===== config.mk =====
export PLATFORM = sky130hd
export DESIGN_NAME = edge_window_tachometer
export DESIGN_NICKNAME = d
export VERILOG_FILES = /design/src/design/ewt_pkg.sv /design/src/design/ewt_jobq.sv /design/src/design/ewt_outq.sv /design/src/design/ewt_front.sv /design/src/design/ewt_back.sv /design/src/design/edge_window_tachometer.sv
export VERILOG_INCLUDE_DIRS = /design/src /design/src/design
export SDC_FILE = /design/constraint.sdc
export NUM_CORES = 2
export LEC_CHECK = 0
export BUFFER_PORTS_ARGS = -buffer_cell sky130_fd_sc_hd__buf_4
export CAP_MARGIN = 20
export CORE_MARGIN = 1
export CORE_UTILIZATION = 40
export CTS_CLUSTER_SIZE = 10
export DETAILED_ROUTE_END_ITERATION = 7
export SLEW_MARGIN = 20
export SYNTH_ARGS = -nofsm -noshare
export SYNTH_HDL_FRONTEND = slang
export SYNTH_SLANG_ARGS = --single-unit

===== constraint.sdc =====
create_clock -name clk_i -period 12.2 [get_ports clk_i]
set_clock_uncertainty 0.2 [all_clocks]
set_input_delay 0.61 -clock clk_i [delete_from_list [all_inputs] [get_ports clk_i]]
set_output_delay 0.61 -clock clk_i [all_outputs]
set_load 0.005 [all_outputs]

===== src/design/edge_window_tachometer_macros.svh =====
// assertion macros for the edge window tachometer
`ifndef EDGE_WINDOW_TACHOMETER_MACROS_SVH
`define EDGE_WINDOW_TACHOMETER_MACROS_SVH

`ifndef SYNTHESIS

`define EWT_ASSERT(lbl, prop, msg) \
  lbl: assert property (@(posedge clk_i) disable iff (!rst_ni) prop) else $error(msg);

`define EWT_ASSERT_NEVER(lbl, cond, msg) \
  lbl: assert property (@(posedge clk_i) disable iff (!rst_ni) !(cond)) else $error(msg);

`else

`define EWT_ASSERT(lbl, prop, msg)

`define EWT_ASSERT_NEVER(lbl, cond, msg)

`endif

`endif


===== src/design/ewt_pkg.sv =====
// types, constants and register indexes shared by the tachometer modules
package ewt_pkg;

  localparam int unsigned TimeBits    = 63;
  localparam int unsigned CountBits   = 13;
  localparam int unsigned SizeM1Bits  = 12;
  localparam int unsigned DivBits     = 11;
  localparam int unsigned SpeedBits   = 32;
  localparam int unsigned NumerBits   = 58;
  localparam int unsigned DenomBits   = TimeBits + DivBits;
  localparam int unsigned ShiftBits   = DenomBits + SpeedBits - 1;
  localparam int unsigned CfgIdxBits  = 2;
  localparam int unsigned CfgDataBits = 13;

  localparam int unsigned MinWindow = 2;
  localparam int unsigned MaxWindow = 4096;

  localparam logic [45:0] NsMilliPerMin = 46'd60000000000000;
  localparam logic [SpeedBits-1:0] FloorReset = 32'd10000000;
  localparam logic [CountBits-1:0] WindowReset = 13'd5;

  localparam logic [CfgIdxBits-1:0] CfgWindowEdges   = 2'd0;
  localparam logic [CfgIdxBits-1:0] CfgEdgesPerRev   = 2'd1;
  localparam logic [CfgIdxBits-1:0] CfgAlternateOnly = 2'd2;

  localparam logic EvEdge    = 1'b0;
  localparam logic EvTimeout = 1'b1;

  typedef struct packed {
    logic                event_kind;
    logic [TimeBits-1:0] event_time;
  } in_item_t;

  typedef struct packed {
    logic                 no_signal;
    logic [SpeedBits-1:0] speed_milli_rpm;
    logic [SpeedBits-1:0] peak_milli_rpm;
    logic [SpeedBits-1:0] floor_milli_rpm;
  } result_t;

  typedef struct packed {
    logic                  timeout;
    logic                  alternate;
    logic [SizeM1Bits-1:0] size_m1;
    logic [DivBits-1:0]    divisor;
    logic [TimeBits-1:0]   duration;
  } job_t;

endpackage


===== src/design/ewt_jobq.sv =====
// two-entry request queue between window tracking and the rpm unit
module ewt_jobq (
  input  logic          clk_i,
  input  logic          rst_ni,
  input  logic          push_i,
  input  ewt_pkg::job_t data_i,
  output logic          full_o,
  input  logic          pop_i,
  output ewt_pkg::job_t data_o,
  output logic          empty_o
);
  import ewt_pkg::*;

  job_t       mem_q [2];
  logic       wr_q, wr_d;
  logic       rd_q, rd_d;
  logic [1:0] count_q, count_d;
  logic       do_push, do_pop;

  assign full_o  = (count_q == 2'd2);
  assign empty_o = (count_q == 2'd0);
  assign data_o  = mem_q[rd_q];
  assign do_push = push_i && !full_o;
  assign do_pop  = pop_i && !empty_o;

  always_comb begin
    wr_d    = do_push ? !wr_q : wr_q;
    rd_d    = do_pop ? !rd_q : rd_q;
    count_d = count_q;
    if (do_push && !do_pop) begin
      count_d = count_q + 2'd1;
    end else if (do_pop && !do_push) begin
      count_d = count_q - 2'd1;
    end
  end

  always_ff @(posedge clk_i) begin
    if (do_push) begin
      mem_q[wr_q] <= data_i;
    end
  end

  always_ff @(posedge clk_i or negedge rst_ni) begin
    if (!rst_ni) begin
      wr_q    <= 1'b0;
      rd_q    <= 1'b0;
      count_q <= 2'd0;
    end else begin
      wr_q    <= wr_d;
      rd_q    <= rd_d;
      count_q <= count_d;
    end
  end

endmodule


===== src/design/ewt_outq.sv =====
// two-entry result queue in front of the result ports
module ewt_outq (
  input  logic             clk_i,
  input  logic             rst_ni,
  input  logic             push_i,
  input  ewt_pkg::result_t data_i,
  output logic             full_o,
  input  logic             pop_i,
  output ewt_pkg::result_t data_o,
  output logic             empty_o
);
  import ewt_pkg::*;

  result_t    mem_q [2];
  logic       wr_q, wr_d;
  logic       rd_q, rd_d;
  logic [1:0] count_q, count_d;
  logic       do_push, do_pop;

  assign full_o  = (count_q == 2'd2);
  assign empty_o = (count_q == 2'd0);
  assign data_o  = mem_q[rd_q];
  assign do_push = push_i && !full_o;
  assign do_pop  = pop_i && !empty_o;

  always_comb begin
    wr_d    = do_push ? !wr_q : wr_q;
    rd_d    = do_pop ? !rd_q : rd_q;
    count_d = count_q;
    if (do_push && !do_pop) begin
      count_d = count_q + 2'd1;
    end else if (do_pop && !do_push) begin
      count_d = count_q - 2'd1;
    end
  end

  always_ff @(posedge clk_i) begin
    if (do_push) begin
      mem_q[wr_q] <= data_i;
    end
  end

  always_ff @(posedge clk_i or negedge rst_ni) begin
    if (!rst_ni) begin
      wr_q    <= 1'b0;
      rd_q    <= 1'b0;
      count_q <= 2'd0;
    end else begin
      wr_q    <= wr_d;
      rd_q    <= rd_d;
      count_q <= count_d;
    end
  end

endmodule


===== src/design/ewt_front.sv =====
// configuration registers and window tracking, issues rpm requests
module ewt_front (
  input  logic                               clk_i,
  input  logic                               rst_ni,
  input  logic                               cfg_we_i,
  input  logic [ewt_pkg::CfgIdxBits-1:0]     cfg_idx_i,
  input  logic [ewt_pkg::CfgDataBits-1:0]    cfg_wdata_i,
  input  logic                               push_i,
  input  ewt_pkg::in_item_t                  item_i,
  input  logic                               jq_full_i,
  output ewt_pkg::job_t                      job_o,
  output logic                               job_push_o
);
  import ewt_pkg::*;

  logic [CountBits-1:0] win_q;
  logic [DivBits-1:0]   epr_q;
  logic                 alt_q;

  logic [TimeBits-1:0]  start_q, start_d;
  logic [CountBits-1:0] count_q, count_d;
  logic                 skip_q, skip_d;

  logic                 accept;
  logic                 take;
  logic [CountBits-1:0] win_size;
  logic [CountBits-1:0] count_inc;
  logic [TimeBits-1:0]  start_sel;
  logic [DivBits-1:0]   divisor;

  assign accept = push_i && !jq_full_i;

  always_comb begin
    if (win_q < CountBits'(MinWindow)) begin
      win_size = CountBits'(MinWindow);
    end else if (win_q > CountBits'(MaxWindow)) begin
      win_size = CountBits'(MaxWindow);
    end else begin
      win_size = win_q;
    end
  end

  always_comb begin
    if (alt_q || (epr_q == '0)) begin
      divisor = DivBits'(1);
    end else begin
      divisor = epr_q;
    end
  end

  always_comb begin
    start_d    = start_q;
    count_d    = count_q;
    skip_d     = skip_q;
    job_push_o = 1'b0;
    take       = 1'b0;
    start_sel  = (count_q == '0) ? item_i.event_time : start_q;
    count_inc  = count_q + CountBits'(1);
    job_o.timeout   = 1'b0;
    job_o.alternate = alt_q;
    job_o.size_m1   = SizeM1Bits'(win_size - CountBits'(1));
    job_o.divisor   = divisor;
    job_o.duration  = item_i.event_time - start_sel;
    if (accept) begin
      if (item_i.event_kind == EvTimeout) begin
        job_o.timeout = 1'b1;
        job_push_o    = 1'b1;
        count_d       = '0;
        skip_d        = 1'b1;
      end else begin
        take = !alt_q || skip_q;
        if (alt_q) begin
          skip_d = !skip_q;
        end
        if (take) begin
          if (count_q == '0) begin
            start_d = item_i.event_time;
          end
          if (count_inc >= win_size) begin
            job_push_o = 1'b1;
            count_d    = '0;
            skip_d     = 1'b1;
          end else begin
            count_d = count_inc;
          end
        end
      end
    end
  end

  always_ff @(posedge clk_i or negedge rst_ni) begin
    if (!rst_ni) begin
      win_q <= WindowReset;
      epr_q <= DivBits'(1);
      alt_q <= 1'b0;
    end else if (cfg_we_i) begin
      unique case (cfg_idx_i)
        CfgWindowEdges:   win_q <= cfg_wdata_i[CountBits-1:0];
        CfgEdgesPerRev:   epr_q <= cfg_wdata_i[DivBits-1:0];
        CfgAlternateOnly: alt_q <= cfg_wdata_i[0];
        default: ;
      endcase
    end
  end

  always_ff @(posedge clk_i or negedge rst_ni) begin
    if (!rst_ni) begin
      start_q <= '0;
      count_q <= '0;
      skip_q  <= 1'b1;
    end else begin
      start_q <= start_d;
      count_q <= count_d;
      skip_q  <= skip_d;
    end
  end

endmodule


===== src/design/ewt_back.sv =====
// rpm unit: shift-add products, restoring divide, peak and floor tracking
`include "edge_window_tachometer_macros.svh"

module ewt_back (
  input  logic             clk_i,
  input  logic             rst_ni,
  input  ewt_pkg::job_t    job_i,
  input  logic             job_empty_i,
  output logic             job_pop_o,
  input  logic             outq_full_i,
  output ewt_pkg::result_t res_o,
  output logic             res_push_o
);
  import ewt_pkg::*;

  localparam logic [2:0] StIdle = 3'd0;
  localparam logic [2:0] StMul  = 3'd1;
  localparam logic [2:0] StChk  = 3'd2;
  localparam logic [2:0] StDiv  = 3'd3;
  localparam logic [2:0] StDone = 3'd4;

  logic [2:0]            state_q, state_d;
  logic [4:0]            cnt_q, cnt_d;
  logic                  alt_q, alt_d;
  logic [SizeM1Bits-1:0] msel_q, msel_d;
  logic [SizeM1Bits-1:0] dsel_q, dsel_d;
  logic [TimeBits-1:0]   dur_q, dur_d;
  logic [NumerBits-1:0]  num_q, num_d;
  logic [DenomBits-1:0]  den_q, den_d;
  logic [ShiftBits-1:0]  dsh_q, dsh_d;
  logic [SpeedBits-1:0]  quo_q, quo_d;
  logic [SpeedBits-1:0]  peak_q, peak_d;
  logic [SpeedBits-1:0]  floor_q, floor_d;

  logic                  sat;
  logic                  ge;
  logic [SpeedBits-1:0]  new_peak;
  logic [SpeedBits-1:0]  new_floor;

  assign sat = (den_q[DenomBits-1:NumerBits-SpeedBits] == '0)
            && (num_q >= {den_q[NumerBits-SpeedBits-1:0], {SpeedBits{1'b0}}});
  assign ge  = (dsh_q[ShiftBits-1:NumerBits] == '0) && (num_q >= dsh_q[NumerBits-1:0]);

  assign new_peak  = (!alt_q && (quo_q > peak_q)) ? quo_q : peak_q;
  assign new_floor = (!alt_q && (quo_q < floor_q)) ? quo_q : floor_q;

  always_comb begin
    state_d    = state_q;
    cnt_d      = cnt_q;
    alt_d      = alt_q;
    msel_d     = msel_q;
    dsel_d     = dsel_q;
    dur_d      = dur_q;
    num_d      = num_q;
    den_d      = den_q;
    dsh_d      = dsh_q;
    quo_d      = quo_q;
    peak_d     = peak_q;
    floor_d    = floor_q;
    job_pop_o  = 1'b0;
    res_push_o = 1'b0;
    res_o.no_signal       = 1'b0;
    res_o.speed_milli_rpm = quo_q;
    res_o.peak_milli_rpm  = new_peak;
    res_o.floor_milli_rpm = new_floor;
    unique case (state_q)
      StIdle: begin
        if (!job_empty_i && !outq_full_i) begin
          job_pop_o = 1'b1;
          if (job_i.timeout) begin
            res_push_o            = 1'b1;
            res_o.no_signal       = 1'b1;
            res_o.speed_milli_rpm = '0;
            res_o.peak_milli_rpm  = peak_q;
            res_o.floor_milli_rpm = floor_q;
          end else begin
            alt_d   = job_i.alternate;
            msel_d  = job_i.size_m1;
            dsel_d  = {1'b0, job_i.divisor};
            dur_d   = job_i.duration;
            num_d   = '0;
            den_d   = '0;
            cnt_d   = 5'(SizeM1Bits - 1);
            state_d = StMul;
          end
        end
      end
      // msb-first shift-add of both products
      StMul: begin
        num_d  = {num_q[NumerBits-2:0], 1'b0}
               + (msel_q[SizeM1Bits-1] ? NumerBits'(NsMilliPerMin) : '0);
        den_d  = {den_q[DenomBits-2:0], 1'b0}
               + (dsel_q[SizeM1Bits-1] ? DenomBits'(dur_q) : '0);
        msel_d = {msel_q[SizeM1Bits-2:0], 1'b0};
        dsel_d = {dsel_q[SizeM1Bits-2:0], 1'b0};
        cnt_d  = cnt_q - 5'd1;
        if (cnt_q == '0) begin
          state_d = StChk;
        end
      end
      // quotient of 2^32 or more, or zero duration, saturates
      StChk: begin
        if (sat) begin
          quo_d   = '1;
          state_d = StDone;
        end else begin
          dsh_d   = {den_q, {(SpeedBits-1){1'b0}}};
          quo_d   = '0;
          cnt_d   = 5'(SpeedBits - 1);
          state_d = StDiv;
        end
      end
      StDiv: begin
        if (ge) begin
          num_d = num_q - dsh_q[NumerBits-1:0];
        end
        quo_d = {quo_q[SpeedBits-2:0], ge};
        dsh_d = {1'b0, dsh_q[ShiftBits-1:1]};
        cnt_d = cnt_q - 5'd1;
        if (cnt_q == '0) begin
          state_d = StDone;
        end
      end
      StDone: begin
        res_push_o = 1'b1;
        peak_d     = new_peak;
        floor_d    = new_floor;
        state_d    = StIdle;
      end
      default: begin
        state_d = StIdle;
      end
    endcase
  end

  always_ff @(posedge clk_i) begin
    msel_q <= msel_d;
    dsel_q <= dsel_d;
    dur_q  <= dur_d;
    num_q  <= num_d;
    den_q  <= den_d;
    dsh_q  <= dsh_d;
    quo_q  <= quo_d;
    cnt_q  <= cnt_d;
    alt_q  <= alt_d;
  end

  always_ff @(posedge clk_i or negedge rst_ni) begin
    if (!rst_ni) begin
      state_q <= StIdle;
      peak_q  <= '0;
      floor_q <= FloorReset;
    end else begin
      state_q <= state_d;
      peak_q  <= peak_d;
      floor_q <= floor_d;
    end
  end

  `EWT_ASSERT_NEVER(a_pop_while_busy, job_pop_o && (state_q != StIdle), "pop while busy")
  `EWT_ASSERT_NEVER(a_push_into_full, res_push_o && outq_full_i, "push into full queue")
  `EWT_ASSERT(a_measure_starts, (job_pop_o && !job_i.timeout) |=> (state_q == StMul), "stuck")

endmodule


===== src/design/edge_window_tachometer.sv =====
// Edge window tachometer. Edge and timeout events enter through a push/full queue port and
// are classified at once, one per cycle while the two-entry request queue has room. A filled
// window or a timeout becomes one request to the rpm unit, which handles one request at a
// time: a timeout result is written at dispatch, and a speed result passes through dispatch,
// 12 shift-add steps forming 60e12*(edges-1) and divisor*duration, a saturation check, 32
// restoring divide steps and write-back, skipping the divide steps when the speed saturates.
// Results wait in a two-entry queue read through empty/pop. Configuration writes take effect
// on the next edge.
module edge_window_tachometer (
  input  logic                            clk_i,
  input  logic                            rst_ni,
  input  logic                            cfg_we_i,
  input  logic [ewt_pkg::CfgIdxBits-1:0]  cfg_idx_i,
  input  logic [ewt_pkg::CfgDataBits-1:0] cfg_wdata_i,
  input  logic                            push,
  output logic                            full,
  input  ewt_pkg::in_item_t               in_item_i,
  output logic                            empty,
  input  logic                            pop,
  output ewt_pkg::result_t                result_o
);
  import ewt_pkg::*;

  job_t    job_in, job_out;
  logic    job_push, job_pop, jq_full, jq_empty;
  result_t res;
  logic    res_push, oq_full;

  assign full = jq_full;

  ewt_front u_front (
    .clk_i       (clk_i),
    .rst_ni      (rst_ni),
    .cfg_we_i    (cfg_we_i),
    .cfg_idx_i   (cfg_idx_i),
    .cfg_wdata_i (cfg_wdata_i),
    .push_i      (push),
    .item_i      (in_item_i),
    .jq_full_i   (jq_full),
    .job_o       (job_in),
    .job_push_o  (job_push)
  );

  ewt_jobq u_jobq (
    .clk_i   (clk_i),
    .rst_ni  (rst_ni),
    .push_i  (job_push),
    .data_i  (job_in),
    .full_o  (jq_full),
    .pop_i   (job_pop),
    .data_o  (job_out),
    .empty_o (jq_empty)
  );

  ewt_back u_back (
    .clk_i       (clk_i),
    .rst_ni      (rst_ni),
    .job_i       (job_out),
    .job_empty_i (jq_empty),
    .job_pop_o   (job_pop),
    .outq_full_i (oq_full),
    .res_o       (res),
    .res_push_o  (res_push)
  );

  ewt_outq u_outq (
    .clk_i   (clk_i),
    .rst_ni  (rst_ni),
    .push_i  (res_push),
    .data_i  (res),
    .full_o  (oq_full),
    .pop_i   (pop),
    .data_o  (result_o),
    .empty_o (empty)
  );

endmodule

==> impl_metrics.py <==
metrics = {
    "floorplanning": {
        "coreArea_um2": 126000,
        "die_area_um2": 128000,
        "die_h_um": 358,
        "pin_count": 183,
        "rows": 130,
        "fp.dieW_um": 358,
        "start_util_pct": 40.3,
    },
    "clocking": {
        "cts_htree_levels": 3,
        "numCtsBuffers": 108,
        "cts.path.max_buffers": 3,
        "cts_tree": "done",
        "cts_setup_buffers": 0,
        "cts_root_buf": "clkbuf_16",
        "path_clk_slew_ps": 50,
        "clock_latency_ps": 730,
        "cts_resized": 0,
        "cts_sinks": 909,
        "hold_buffers": 64,
    },
    "synth": {
        "synthTopCellsByArea": "edfxtp_1 43%, dfrtp_1 8.2%, mux2_2 8.0%",
        "synth_top_family_by_area": "compound AO/OA/AOI/OAI gates",
        "synthFlopType": "edfxtp_1",
        "synthAdderAreaFrac_pct": 7.86,
        "netlist.area_leader.share_pct": 43.4,
        "synth-xor-area-share_pct": 4.06,
        "synth_edf_count": 732,
        "syn_avg_cell_area_um2": 11.5,
        "ys_seq_area_share_pct": 52.2,
        "synth_compound_area_share_pct": 12.5,
        "async_flop_share_pct": 19.5,
        "muxShareOfSynthArea_pct": 9.74,
        "yosys_warnings": 0,
        "ys_ff_latch": 909,
        "synth.largest_area_cell": "edfxtp_1",
        "synthCells": 4413,
        "ys_types": 81,
        "synth_area_um2": 50700,
        "syn_nets": 4813,
        "yosys.area_share.simple_pct": 10.4,
    },
    "drt": {
        "drtAntennaViolNets": 0,
        "first_pass_iters": 8,
        "wirelength_um": 114000,
        "drcViolationCount": 0,
        "drtIter0Drc": 2172,
        "viasPerCell": 5.30,
        "wire_per_inst_um": 17.9,
        "vias": 33800,
    },
    "worst_setup_path": {
        "max_stage_delay_ps": 640,
        "slowest_stage": "a2111oi_0",
        "critPathKind": "reg -> reg",
        "critical_path_buf_inv_count": 2,
        "cp.arrival_ps": 7020,
        "cp_cell_sequence": "inv_1 > ha_1 > nor4b_1 > nand3_4 > buf_4 > nand2_1 > o21ai_0 > ha_1 > fa_1 > nor2b_1 > o31ai_1 > a2111o_1 > a21oi_1 > o21ai_0 > a2111oi_0 > o21ai_0 > o21ai_0 > a21boi_0 > xnor2_1",
        "crit_family": "compound AO/OA/AOI/OAI gates",
        "required_ps": 12420,
        "end_kind": "flip-flop",
        "crit_path_start_kind": "flip-flop",
        "crit_top_cell": "o21ai_0",
        "crit_path_max_fanout": 35,
    },
    "cells_and_area": {
        "fillerInstances": 11600,
        "nets": 5024,
        "drive_above_1_share_pct": 16.4,
        "area_growth_pct": 14.2,
    },
    "global_routing": {
        "grt_pass1_vias": 33600,
        "grt_max_degree": 107,
        "gr-max-usage-layer": "met2",
        "antenna_found_initial": 4,
        "groute.layer.met2.usage_pct": 28.3,
        "grt_use_met1_pct": 24.9,
        "grtUsageTotal_pct": 17.8,
        "met3_usage_pct": 2.71,
        "grt_pass1_wl_um": 183000,
        "globalRouteOverflowTotal": 0,
    },
    "power": {
        "leakagePower_nw": 23.3,
        "internal_power_mw": 9.80,
        "pwr-share-seq_pct": 33.4,
        "p_per_area_nw_per_um2": 282,
        "p_switching_mw": 6.51,
        "pwr-share-comb_pct": 47.6,
        "total_power_mw": 16.3,
        "switching_share_pct": 39.9,
        "peakVddDrop_mv": 0.185,
        "clockPowerShare_pct": 19.0,
    },
    "flow_run": {
        "cap_violations": 0,
    },
    "timing": {
        "setup_slack_ps": 5400,
        "slew_headroom_pct": 27.3,
        "drv_slew": 0,
        "fin_setup_tns_ps": 0,
        "fmax_ghz": 0.147,
        "hold_viol_final": 0,
        "worst_slew_pin_slew_ps": 1090,
        "grt_setup_unrepaired": "false",
        "fin_crit_ps": 6800,
        "timing.final.crit_share_pct": 55.7,
        "setup_viol": 0,
    },
    "worst_hold_path": {
        "hold_class": "in -> reg",
    },
    "placed_design": {
        "io_buffers": 182,
        "gp_congestion": 0.861,
        "hpwl_um": 79900,
        "place_ws_ps": 5430,
    },
    "run_status": {
        "status": "complete, no violations",
    },
}
-- synth_stat cells (all sizes together) (46+ instances only) --
| master | number |
|---|---|
| nand4 | 66 |
| ha | 312 |
| nand2 | 384 |
| and2 | 78 |
| o21ai | 201 |
| mux2i | 87 |
| xnor2 | 131 |
| mux2 | 361 |
| nor2b | 68 |
| nand3 | 69 |
| clkbuf | 146 |
| nor2 | 245 |
| dfrtp | 165 |
| edfxtp | 732 |
| xor2 | 104 |
| o22ai | 46 |
| a21o | 189 |
| inv | 246 |
| nor4 | 47 |
| a21oi | 246 |
-- stage by stage --
| step | utilization [%] | hold slack (ps) | cells | instance area [um^2] |
|---|---|---|---|---|
| 4_1_cts | 46.0 | 7.75 | 6369 | 57800 |
| 6_report | 46.1 | 68.8 | 6370 | 57800 |
| 2_1_floorplan | - | 114 | 4413 | 50700 |
| 3_3_place_gp | 42.8 | 270 | 6100 | 53800 |
| 3_5_place_dp | 42.8 | 270 | 6100 | 53800 |
| 5_1_grt | 46.1 | 43.8 | 6370 | 57800 |
-- worst min-delay path, stage by stage --
cell and delay (ps):
buf_4 100, mux2i_1 70, o21ai_0 150
-- worst paths after layout --
path                                     start                  end  slack [ps]  depth (start not counted)
max                         u_front.count_q[0]  u_jobq.mem_q[0][58]        5400                         19
min in group asynchronous               rst_ni   u_front.start_q[6]         250                          2
max in group asynchronous               rst_ni    u_back.peak_q[13]        9440                          4
min reg2reg                u_front.start_q[14]  u_front.start_q[14]         280                          2
min                               in_item_i[7]   u_front.start_q[7]          70                          3
max reg2reg                 u_front.count_q[0]  u_jobq.mem_q[0][58]        5400                         19
-- state kept, by name, summed over array words and instances (netlist names), 11 cells and up --
name and cells:
u_front.epr_q 11, u_back.msel_q 12, u_back.num_q 58, u_back.dur_q 63
u_outq.mem_q 194, u_jobq.mem_q 176, u_front.start_q 63, u_front.win_q 13
u_back.floor_q 32, u_back.den_q 74, u_back.dsel_q 12, u_front.count_q 13
u_back.dsh_q 105, u_back.quo_q 32, u_back.peak_q 32
-- logic make-up after synthesis --
logic type | count (synthesis)
simple gates | 1105
xor+xnor | 235
compound gates | 973
flops | 909
buf+inv | 427
fa+ha+maj | 316
mux | 448
-- power by group through the flow --
stage | Clock (mW) | Sequential [mW] | Combinational (mW)
4_1_cts | 3.18 | 5.44 | 7.79
3_5_place_dp | 0 | 5.50 | 7.72
2_1_floorplan | 0 | 5.30 | 5.89
5_1_grt | 3.31 | 5.54 | 8.69
3_3_place_gp | 0 | 5.48 | 7.63
6_report | 3.09 | 5.45 | 7.77
-- cell usage in the layout (no fill, tap or decap), drive strengths merged, types with 131 or more instances in the layout --
cell	n
a21o	189
a21oi	246
buf	217
clkbuf	187
dfrtp	165
edfxtp	732
ha	312
inv	249
mux2	361
nand2	384
nor2	245
o21ai	201
xnor2	131
-- final cells by class --
type                       instances  area [um^2]  area share, %
clock inverter                    19          298          0.515
inverter                         246          923           1.60
multi-input combinational       3077        22700           39.3
timing repair buffer             282         2280           3.95
sequential                       909        26400           45.7
tap                             1650         2060           3.57
antenna                            1         2.50        0.00433
clock buffer                     186         3120           5.39
-- routing by layer --
layer	share of wire (%)	wire, um	vias to the layer above
met2	46	52300	629
met4	2.6	2960	2
met1	48	54600	16200
met5	0.011	12	-
met3	3.8	4320	168
li1	-	-	16800
(Power assumes the default switching activity.)
